File: src/hpi_pkg.sv
// ----------------------------------------------------------------------------
// hpi_pkg
// Shared types and constants for the half-pel motion compensation interpolator.
// ----------------------------------------------------------------------------
package hpi_pkg;

    localparam int ROW_BYTES_DEF = 8;
    localparam int PIX_W         = 8;
    localparam int CFG_IDX_W     = 2;
    localparam int CFG_DATA_W    = 2;

    typedef enum logic [1:0] {
        MODE_COPY = 2'd0,
        MODE_HORZ = 2'd1,
        MODE_VERT = 2'd2,
        MODE_DIAG = 2'd3
    } t_mode;

    typedef enum logic [CFG_IDX_W-1:0] {
        CFG_INTERP_MODE  = 2'd0,
        CFG_NO_ROUND     = 2'd1,
        CFG_AVERAGE_DEST = 2'd2,
        CFG_UNUSED       = 2'd3
    } t_cfg_idx;

    typedef struct packed {
        t_mode mode;
        logic  no_round;
        logic  avg_dest;
    } t_ctrl;

endpackage

File: src/hpi_lane.sv
// ----------------------------------------------------------------------------
// hpi_lane
// One pixel lane: copy, two-tap or four-tap half-pel average, then an
// optional average with the destination pixel.
// ----------------------------------------------------------------------------
module hpi_lane (
    input  hpi_pkg::t_ctrl                i_ctrl,
    input  logic [hpi_pkg::PIX_W-1:0]     i_cur,
    input  logic [hpi_pkg::PIX_W-1:0]     i_cur_right,
    input  logic [hpi_pkg::PIX_W-1:0]     i_prev,
    input  logic [hpi_pkg::PIX_W-1:0]     i_prev_right,
    input  logic [hpi_pkg::PIX_W-1:0]     i_dest,
    output logic [hpi_pkg::PIX_W-1:0]     o_pix
);

    localparam int PW = hpi_pkg::PIX_W;

    logic          rnd;
    logic [PW:0]   sum_h;
    logic [PW:0]   sum_v;
    logic [PW+1:0] sum_d;
    logic [PW-1:0] pred;
    logic [PW:0]   sum_dst;

    assign rnd = ~i_ctrl.no_round;

    assign sum_h = {1'b0, i_cur} + {1'b0, i_cur_right} + {{PW{1'b0}}, rnd};
    assign sum_v = {1'b0, i_prev} + {1'b0, i_cur} + {{PW{1'b0}}, rnd};
    // four-tap rounding adds 2, truncating form adds 1
    assign sum_d = {2'b00, i_prev} + {2'b00, i_prev_right} + {2'b00, i_cur}
                 + {2'b00, i_cur_right} + {{PW{1'b0}}, rnd, ~rnd};

    always_comb begin
        case (i_ctrl.mode)
            hpi_pkg::MODE_COPY: pred = i_cur;
            hpi_pkg::MODE_HORZ: pred = sum_h[PW:1];
            hpi_pkg::MODE_VERT: pred = sum_v[PW:1];
            hpi_pkg::MODE_DIAG: pred = sum_d[PW+1:2];
            default:            pred = i_cur;
        endcase
    end

    assign sum_dst = {1'b0, pred} + {1'b0, i_dest} + {{PW{1'b0}}, rnd};
    assign o_pix   = i_ctrl.avg_dest ? sum_dst[PW:1] : pred;

endmodule

File: src/hpi_row.sv
// ----------------------------------------------------------------------------
// hpi_row
// Row datapath: one lane per pixel, right neighbors taken from the row and
// its extra byte.
// ----------------------------------------------------------------------------
module hpi_row #(
    parameter int ROW_BYTES = hpi_pkg::ROW_BYTES_DEF
) (
    input  hpi_pkg::t_ctrl                            i_ctrl,
    input  logic [ROW_BYTES*hpi_pkg::PIX_W-1:0]       i_row,
    input  logic [hpi_pkg::PIX_W-1:0]                 i_extra,
    input  logic [ROW_BYTES*hpi_pkg::PIX_W-1:0]       i_prev_row,
    input  logic [hpi_pkg::PIX_W-1:0]                 i_prev_extra,
    input  logic [ROW_BYTES*hpi_pkg::PIX_W-1:0]       i_dest,
    output logic [ROW_BYTES*hpi_pkg::PIX_W-1:0]       o_pred
);

    localparam int PW    = hpi_pkg::PIX_W;
    localparam int ROW_W = ROW_BYTES * PW;

    logic [ROW_W+PW-1:0] cur_ext;
    logic [ROW_W+PW-1:0] prev_ext;

    assign cur_ext  = {i_extra, i_row};
    assign prev_ext = {i_prev_extra, i_prev_row};

    for (genvar g = 0; g < ROW_BYTES; g++) begin : g_lane
        hpi_lane u_lane (
            .i_ctrl       (i_ctrl),
            .i_cur        (cur_ext[g*PW +: PW]),
            .i_cur_right  (cur_ext[(g+1)*PW +: PW]),
            .i_prev       (prev_ext[g*PW +: PW]),
            .i_prev_right (prev_ext[(g+1)*PW +: PW]),
            .i_dest       (i_dest[g*PW +: PW]),
            .o_pix        (o_pred[g*PW +: PW])
        );
    end

endmodule

File: src/half_pel_motion_comp_interp.sv
// ----------------------------------------------------------------------------
// half_pel_motion_comp_interp
// Half-pel motion compensation interpolator, one row of pixels per word.
//
// Input channel i_valid / o_stall carries one reference row, its extra byte,
// the destination row and the priming / last flags. Output channel
// o_valid / i_stall returns the predicted row and the last flag.
// Configuration: i_cfg_we writes i_cfg_data into register i_cfg_idx
// (0 mode, 1 no_round, 2 average_into_dest); write only while idle.
// Path: an accepted word goes through the input register, the lane logic and
// the result register, where it waits until it is taken.
// Throughput: one word per cycle while i_stall is low, set by the single row datapath.
// A priming row in vertical or diagonal mode only loads the previous-row
// register and produces no output word.
// When i_stall holds the output, one word waits in the result register and
// one in the input register; o_stall rises once both are full.
// Reset clears both stages, the configuration and the previous row.
// ----------------------------------------------------------------------------
module half_pel_motion_comp_interp #(
    parameter int ROW_BYTES = hpi_pkg::ROW_BYTES_DEF
) (
    input  logic                                  i_clk,
    input  logic                                  i_rst_n,
    input  logic                                  i_cfg_we,
    input  logic [hpi_pkg::CFG_IDX_W-1:0]         i_cfg_idx,
    input  logic [hpi_pkg::CFG_DATA_W-1:0]        i_cfg_data,
    input  logic                                  i_valid,
    output logic                                  o_stall,
    input  logic [ROW_BYTES*hpi_pkg::PIX_W-1:0]   i_row_pixels,
    input  logic [hpi_pkg::PIX_W-1:0]             i_extra_pixel,
    input  logic [ROW_BYTES*hpi_pkg::PIX_W-1:0]   i_dest_pixels,
    input  logic                                  i_priming_row,
    input  logic                                  i_last_row,
    output logic                                  o_valid,
    input  logic                                  i_stall,
    output logic [ROW_BYTES*hpi_pkg::PIX_W-1:0]   o_pred_row,
    output logic                                  o_row_is_last
);

    localparam int PW    = hpi_pkg::PIX_W;
    localparam int ROW_W = ROW_BYTES * PW;

    hpi_pkg::t_ctrl r_ctrl;

    logic [ROW_W-1:0] r_prev_row;
    logic [PW-1:0]    r_prev_extra;

    logic             r_s1_valid;
    logic [ROW_W-1:0] r_s1_row;
    logic [PW-1:0]    r_s1_extra;
    logic [ROW_W-1:0] r_s1_prev_row;
    logic [PW-1:0]    r_s1_prev_extra;
    logic [ROW_W-1:0] r_s1_dest;
    logic             r_s1_priming;
    logic             r_s1_last;

    logic             r_o_valid;
    logic [ROW_W-1:0] r_o_pred;
    logic             r_o_last;

    logic             in_acc;
    logic             s1_has_res;
    logic             s2_free;
    logic             s1_adv;
    logic [ROW_W-1:0] pred;

    // configuration
    always_ff @(posedge i_clk) begin
        if (!i_rst_n) begin
            r_ctrl.mode     <= hpi_pkg::MODE_COPY;
            r_ctrl.no_round <= 1'b0;
            r_ctrl.avg_dest <= 1'b0;
        end else if (i_cfg_we) begin
            case (hpi_pkg::t_cfg_idx'(i_cfg_idx))
                hpi_pkg::CFG_INTERP_MODE:  r_ctrl.mode     <= hpi_pkg::t_mode'(i_cfg_data);
                hpi_pkg::CFG_NO_ROUND:     r_ctrl.no_round <= i_cfg_data[0];
                hpi_pkg::CFG_AVERAGE_DEST: r_ctrl.avg_dest <= i_cfg_data[0];
                default: ;
            endcase
        end
    end

    // flow control
    assign s1_has_res = r_s1_valid && !(r_ctrl.mode[1] && r_s1_priming);
    assign s2_free    = !r_o_valid || !i_stall;
    assign s1_adv     = !r_s1_valid || !s1_has_res || s2_free;
    assign o_stall    = !s1_adv;
    assign in_acc     = i_valid && s1_adv;

    // previous reference row, loaded by every word in arrival order
    always_ff @(posedge i_clk) begin
        if (!i_rst_n) begin
            r_prev_row   <= '0;
            r_prev_extra <= '0;
        end else if (in_acc) begin
            r_prev_row   <= i_row_pixels;
            r_prev_extra <= i_extra_pixel;
        end
    end

    // input register
    always_ff @(posedge i_clk) begin
        if (!i_rst_n) begin
            r_s1_valid <= 1'b0;
        end else if (s1_adv) begin
            r_s1_valid <= i_valid;
        end
    end

    always_ff @(posedge i_clk) begin
        if (in_acc) begin
            r_s1_row        <= i_row_pixels;
            r_s1_extra      <= i_extra_pixel;
            r_s1_prev_row   <= r_prev_row;
            r_s1_prev_extra <= r_prev_extra;
            r_s1_dest       <= i_dest_pixels;
            r_s1_priming    <= i_priming_row;
            r_s1_last       <= i_last_row;
        end
    end

    hpi_row #(
        .ROW_BYTES (ROW_BYTES)
    ) u_row (
        .i_ctrl       (r_ctrl),
        .i_row        (r_s1_row),
        .i_extra      (r_s1_extra),
        .i_prev_row   (r_s1_prev_row),
        .i_prev_extra (r_s1_prev_extra),
        .i_dest       (r_s1_dest),
        .o_pred       (pred)
    );

    // result register
    always_ff @(posedge i_clk) begin
        if (!i_rst_n) begin
            r_o_valid <= 1'b0;
        end else if (s2_free) begin
            r_o_valid <= s1_has_res;
        end
    end

    always_ff @(posedge i_clk) begin
        if (s2_free && s1_has_res) begin
            r_o_pred <= pred;
            r_o_last <= r_s1_last;
        end
    end

    assign o_valid       = r_o_valid;
    assign o_pred_row    = r_o_pred;
    assign o_row_is_last = r_o_last;

`ifndef SYNTHESIS
    a_stall_only_when_full: assert property (@(posedge i_clk) disable iff (!i_rst_n)
        o_stall |-> (r_s1_valid && r_o_valid && i_stall))
        else $error("input stalled while a stage is free");

    a_accept_fills_s1: assert property (@(posedge i_clk) disable iff (!i_rst_n)
        in_acc |=> r_s1_valid)
        else $error("accepted word not held in input register");

    a_prev_row_tracks: assert property (@(posedge i_clk) disable iff (!i_rst_n)
        in_acc |=> (r_prev_row == $past(i_row_pixels)))
        else $error("previous row not loaded from accepted word");

    a_priming_no_result: assert property (@(posedge i_clk) disable iff (!i_rst_n)
        (r_s1_valid && r_ctrl.mode[1] && r_s1_priming && !r_o_valid) |=> !r_o_valid)
        else $error("priming row produced a result");
`endif

endmodule
File: config.mk
export PLATFORM = sky130hd
export DESIGN_NAME = half_pel_motion_comp_interp
export DESIGN_NICKNAME = d
export VERILOG_FILES = /design/src/hpi_pkg.sv /design/src/hpi_lane.sv /design/src/hpi_row.sv /design/src/half_pel_motion_comp_interp.sv
export SDC_FILE = /design/constraint.sdc
export NUM_CORES = 1
export LEC_CHECK = 0
export BUFFER_PORTS_ARGS = -buffer_cell sky130_fd_sc_hd__buf_4
export CAP_MARGIN = 15
export CORE_AREA = 2 2 250 252
export DETAILED_ROUTE_END_ITERATION = 8
export DIE_AREA = 0 0 252 254
export PLACE_DENSITY = 0.66
export SYNTH_ARGS = -nofsm -noshare
export SYNTH_HDL_FRONTEND = slang
export SYNTH_SLANG_ARGS = --single-unit
File: constraint.sdc
create_clock -name i_clk -period 8.2 [get_ports i_clk]
set_input_delay 0.82 -clock i_clk [delete_from_list [all_inputs] [get_ports i_clk]]
set_output_delay 0.82 -clock i_clk [all_outputs]
set_load 0.005 [all_outputs]
==> out/results.txt <==
H-tree levels -> 2
Share of cells above drive strength 1 -> 12.8%
Data required time at the worst endpoint -> 8.52 ns
Remaining global-route overflow -> 0
Number of sinks driven by the clock tree -> 353
Root buffer cell -> clkbuf_16
Slew HR -> 31.8%
Final critical path time including I/O delays and setup -> 5.56 ns
Leak pwr -> 13.3 nW
Area fraction in compound gates after synthesis -> 16.5%
Clk Latency, worst-skew pair -> 0.59 ns
Proportion of synthesized area in mux cells -> 2.66%
Post-synthesis share of cell area spent on full adders, half adders and majority gates -> 24.3%
FFs w/ async S/R, synth -> 0%
Worst-margin pin slew -> 1.02 ns
Hold WS -> 0.416 ns
HPWL Detailed -> 57.6 mm
Number of enable-type register cells in the synthesized netlist -> 275
Average footprint of a synthesized cell -> 10.3 µm²
Synth Warn # -> 0
Vias per cell -> 5.54
Setup repair bufs after CTS -> 0
Worst setup slack after layout -> 2.64 ns
Unrepaired setup endpoints after global routing -> false
Mapped Cells -> 2600
Maximum ir drop on the vdd rail -> 0.117 mV
Number of synthesized register bits -> 353
DRC marker count from the first detailed-route iteration -> 1273
GP Congestion -> 0.927
Most frequent cells after synthesis -> 326 x inv_1, 275 x edfxtp_1, 266 x ha_1, 246 x nand2_1, 158 x fa_1
Accumulated negative setup slack -> 0 ns
Final count of negative-setup-slack endpoints -> 0
Die Area -> 0.0640 mm²
Clock-pin slew on the worst setup and hold paths -> 0.07 ns
Synthesized Nets -> 3171
Top-level port count -> 214
Post-cts sizing count -> 0
Total chip power -> 6.31 mW
Net count, final -> 3377
Sort of element at the start of the critical path -> flip-flop
Total Routed Length -> 75.6 mm
Maximum capacitance violations -> 0
CTS buffer count -> 41
Yosys cell types -> 79
Remaining DRCs -> 0
Type of the worst setup path -> reg2reg
Parity-gate share of the synthesized area counting xor and xnor cells -> 4.89%
Placed cell areas -> 0.0292 mm²
Data arrival time of the worst path -> 5.87 ns
Pwr/cell area -> 206 mW/mm²
Global-route wire length before repair -> 116 mm
Final-report max-slew violation count -> 0
Top cell type's share of synthesized area -> 30.9%
GRT Overall Usage -> 23.6%
Drt pass-1 iters -> 5
Max frequency -> 180 MHz
Antenna diode count -> 0
Via count of the first global-routing pass -> 20100
Mapped Area -> 0.0267 mm²
Maximum number of pins on one net before global-route repair -> 169
Routed length per instance -> 20.8 µm
Height of the die -> 254 µm
Outcome -> finished, final reports clean
Hold buffer count at CTS -> 0
Library cell occupying the most area in the post-synthesis netlist -> edfxtp_1
Dominant cell by count in the synthesized netlist -> inv_1
Final non-filler cell area -> 0.0307 mm²
Initial antenna violation count -> 0
Dominant combinational cell family by area after synthesis -> adder cells
Final critical-path share of the clock period -> 67.8%
Sequential fraction of the synthesis area -> 36.8%
Final hold vios -> 0
Clock Path Buffers -> 3
Class of the tightest hold or removal check -> in2reg
Vias after detailed routing -> 20100
Initial Util -> 43.6%
Count of input and output buffers -> 213
Die width -> 252 µm
Synthesized-area fraction occupied by and/or/nand/nor cells -> 9.23%
Synth area leaders -> edfxtp_1 31%, ha_1 12%, fa_1 12%, dfxtp_1 5.9%, inv_1 4.6%
Final Skew -> 0.0247 ns
Most common flop cell mapped by yosys -> edfxtp_1
Residual antenna-violating net count after detailed routing -> 0
CTS tree -> yes
Cell Rows -> 91
Maximum fanout encountered on the critical timing path -> 6
Type of destination of the critical path -> flip-flop
Pre-CTS worst setup slack -> 2.75 ns
Core region area -> 0.0613 mm²
Synth-to-Final Area Change -> 14.9%
-- per-layer routing --
metal  wire length (µm)  GRT usage, %  vias to the layer above
met1              34200          32.8                     9761
met5                  0             0                        -
met3               6810          6.72                      126
li1                   -             -                     9537
met2              32200          35.0                      681
met4               2370          8.25                        0
-- layout make-up --
class	instances	area, µm²
clock buffers	56	1160
clock inverters	20	302
fillers	5528	30600
inverters	330	1250
multi-input cells	1851	15400
flip-flops and latches	353	9830
well taps	790	988
repair buffers	229	1730
-- path summary, 6_finish.rpt --
kind	startpoint	to	slack (ns)	cells after the start
setup / recovery	r_s1_row[57]	o_pred_row[63]	2.64	20
hold / removal	i_row_pixels[43]	r_s1_row[43]	0.42	1
setup reg to reg	r_s1_row[57]	o_pred_row[63]	2.64	20
hold reg to reg	r_prev_row[32]	r_s1_prev_row[32]	0.42	0
-- layout by cell type (no fill, tap or decap), types with 13 or more instances in the layout --
cell / instances
a22oi_1: 16
o21ai_1: 31
a21o_1: 61
nand3_1: 17
dfxtp_1: 75
fa_1: 158
a21oi_1: 146
clkbuf_16: 43
xnor2_1: 82
o211ai_1: 20
nand2b_1: 32
mux2_2: 29
inv_1: 325
o21bai_1: 15
nor3_1: 32
ha_1: 266
nand2_1: 246
o21ai_0: 125
nor2_1: 128
o21a_1: 37
a21boi_0: 79
edfxtp_1: 275
nor2b_1: 49
xor2_1: 67
buf_4: 228
a211oi_1: 36
mux4_2: 13
a31oi_1: 27
-- power breakdown --
group	internal, mW	switching [mW]
registers	2.06	0.0903
clock network	1.22	0.786
logic	0.938	1.21
-- per-stage QoR --
stage	utilization [%]	cells
global route	50.1	3629
global placement	47.7	3553
floorplan	-	2600
finish	50.1	3629
detailed placement	47.7	3553
CTS	50.1	3629
-- worst max-delay path: stages (launching register included) --
cell	delay, ns
edfxtp_1	0.45
inv_1	0.32
fa_1	0.48
fa_1	0.51
inv_1	0.04
ha_1	0.28
a21o_1	0.21
xor2_1	0.14
a21oi_1	0.07
o21ai_0	0.74
ha_1	0.38
a21oi_1	0.24
fa_1	0.26
nor2b_1	0.06
o21ai_0	0.15
nand2b_1	0.12
a21o_1	0.19
a21o_1	0.19
a211oi_1	0.24
o21a_1	0.16
nor3_1	0.05
-- state kept, by name (all words and copies together) (netlist names) --
name	flops
o_valid	1
r_s1_priming	1
r_prev_row	64
r_ctrl	4
r_s1_prev_extra	8
r_s1_prev_row	64
r_s1_row	64
r_s1_extra	8
r_s1_dest	64
r_s1_last	1
o_row_is_last	1
o_pred_row	64
r_s1_valid	1
r_prev_extra	8
-- cells by family after synthesis --
| kind of cell | after synthesis |
|---|---|
| DFF | 353 |
| buffers and inverters | 396 |
| AOI/OAI and AO/OA | 679 |
| muxes | 51 |
| xor gates and xnor gates | 149 |
| and+or+nand+nor | 548 |
| adders and majority gates | 424 |
No activity file was read; power rests on OpenSTA's default activity.
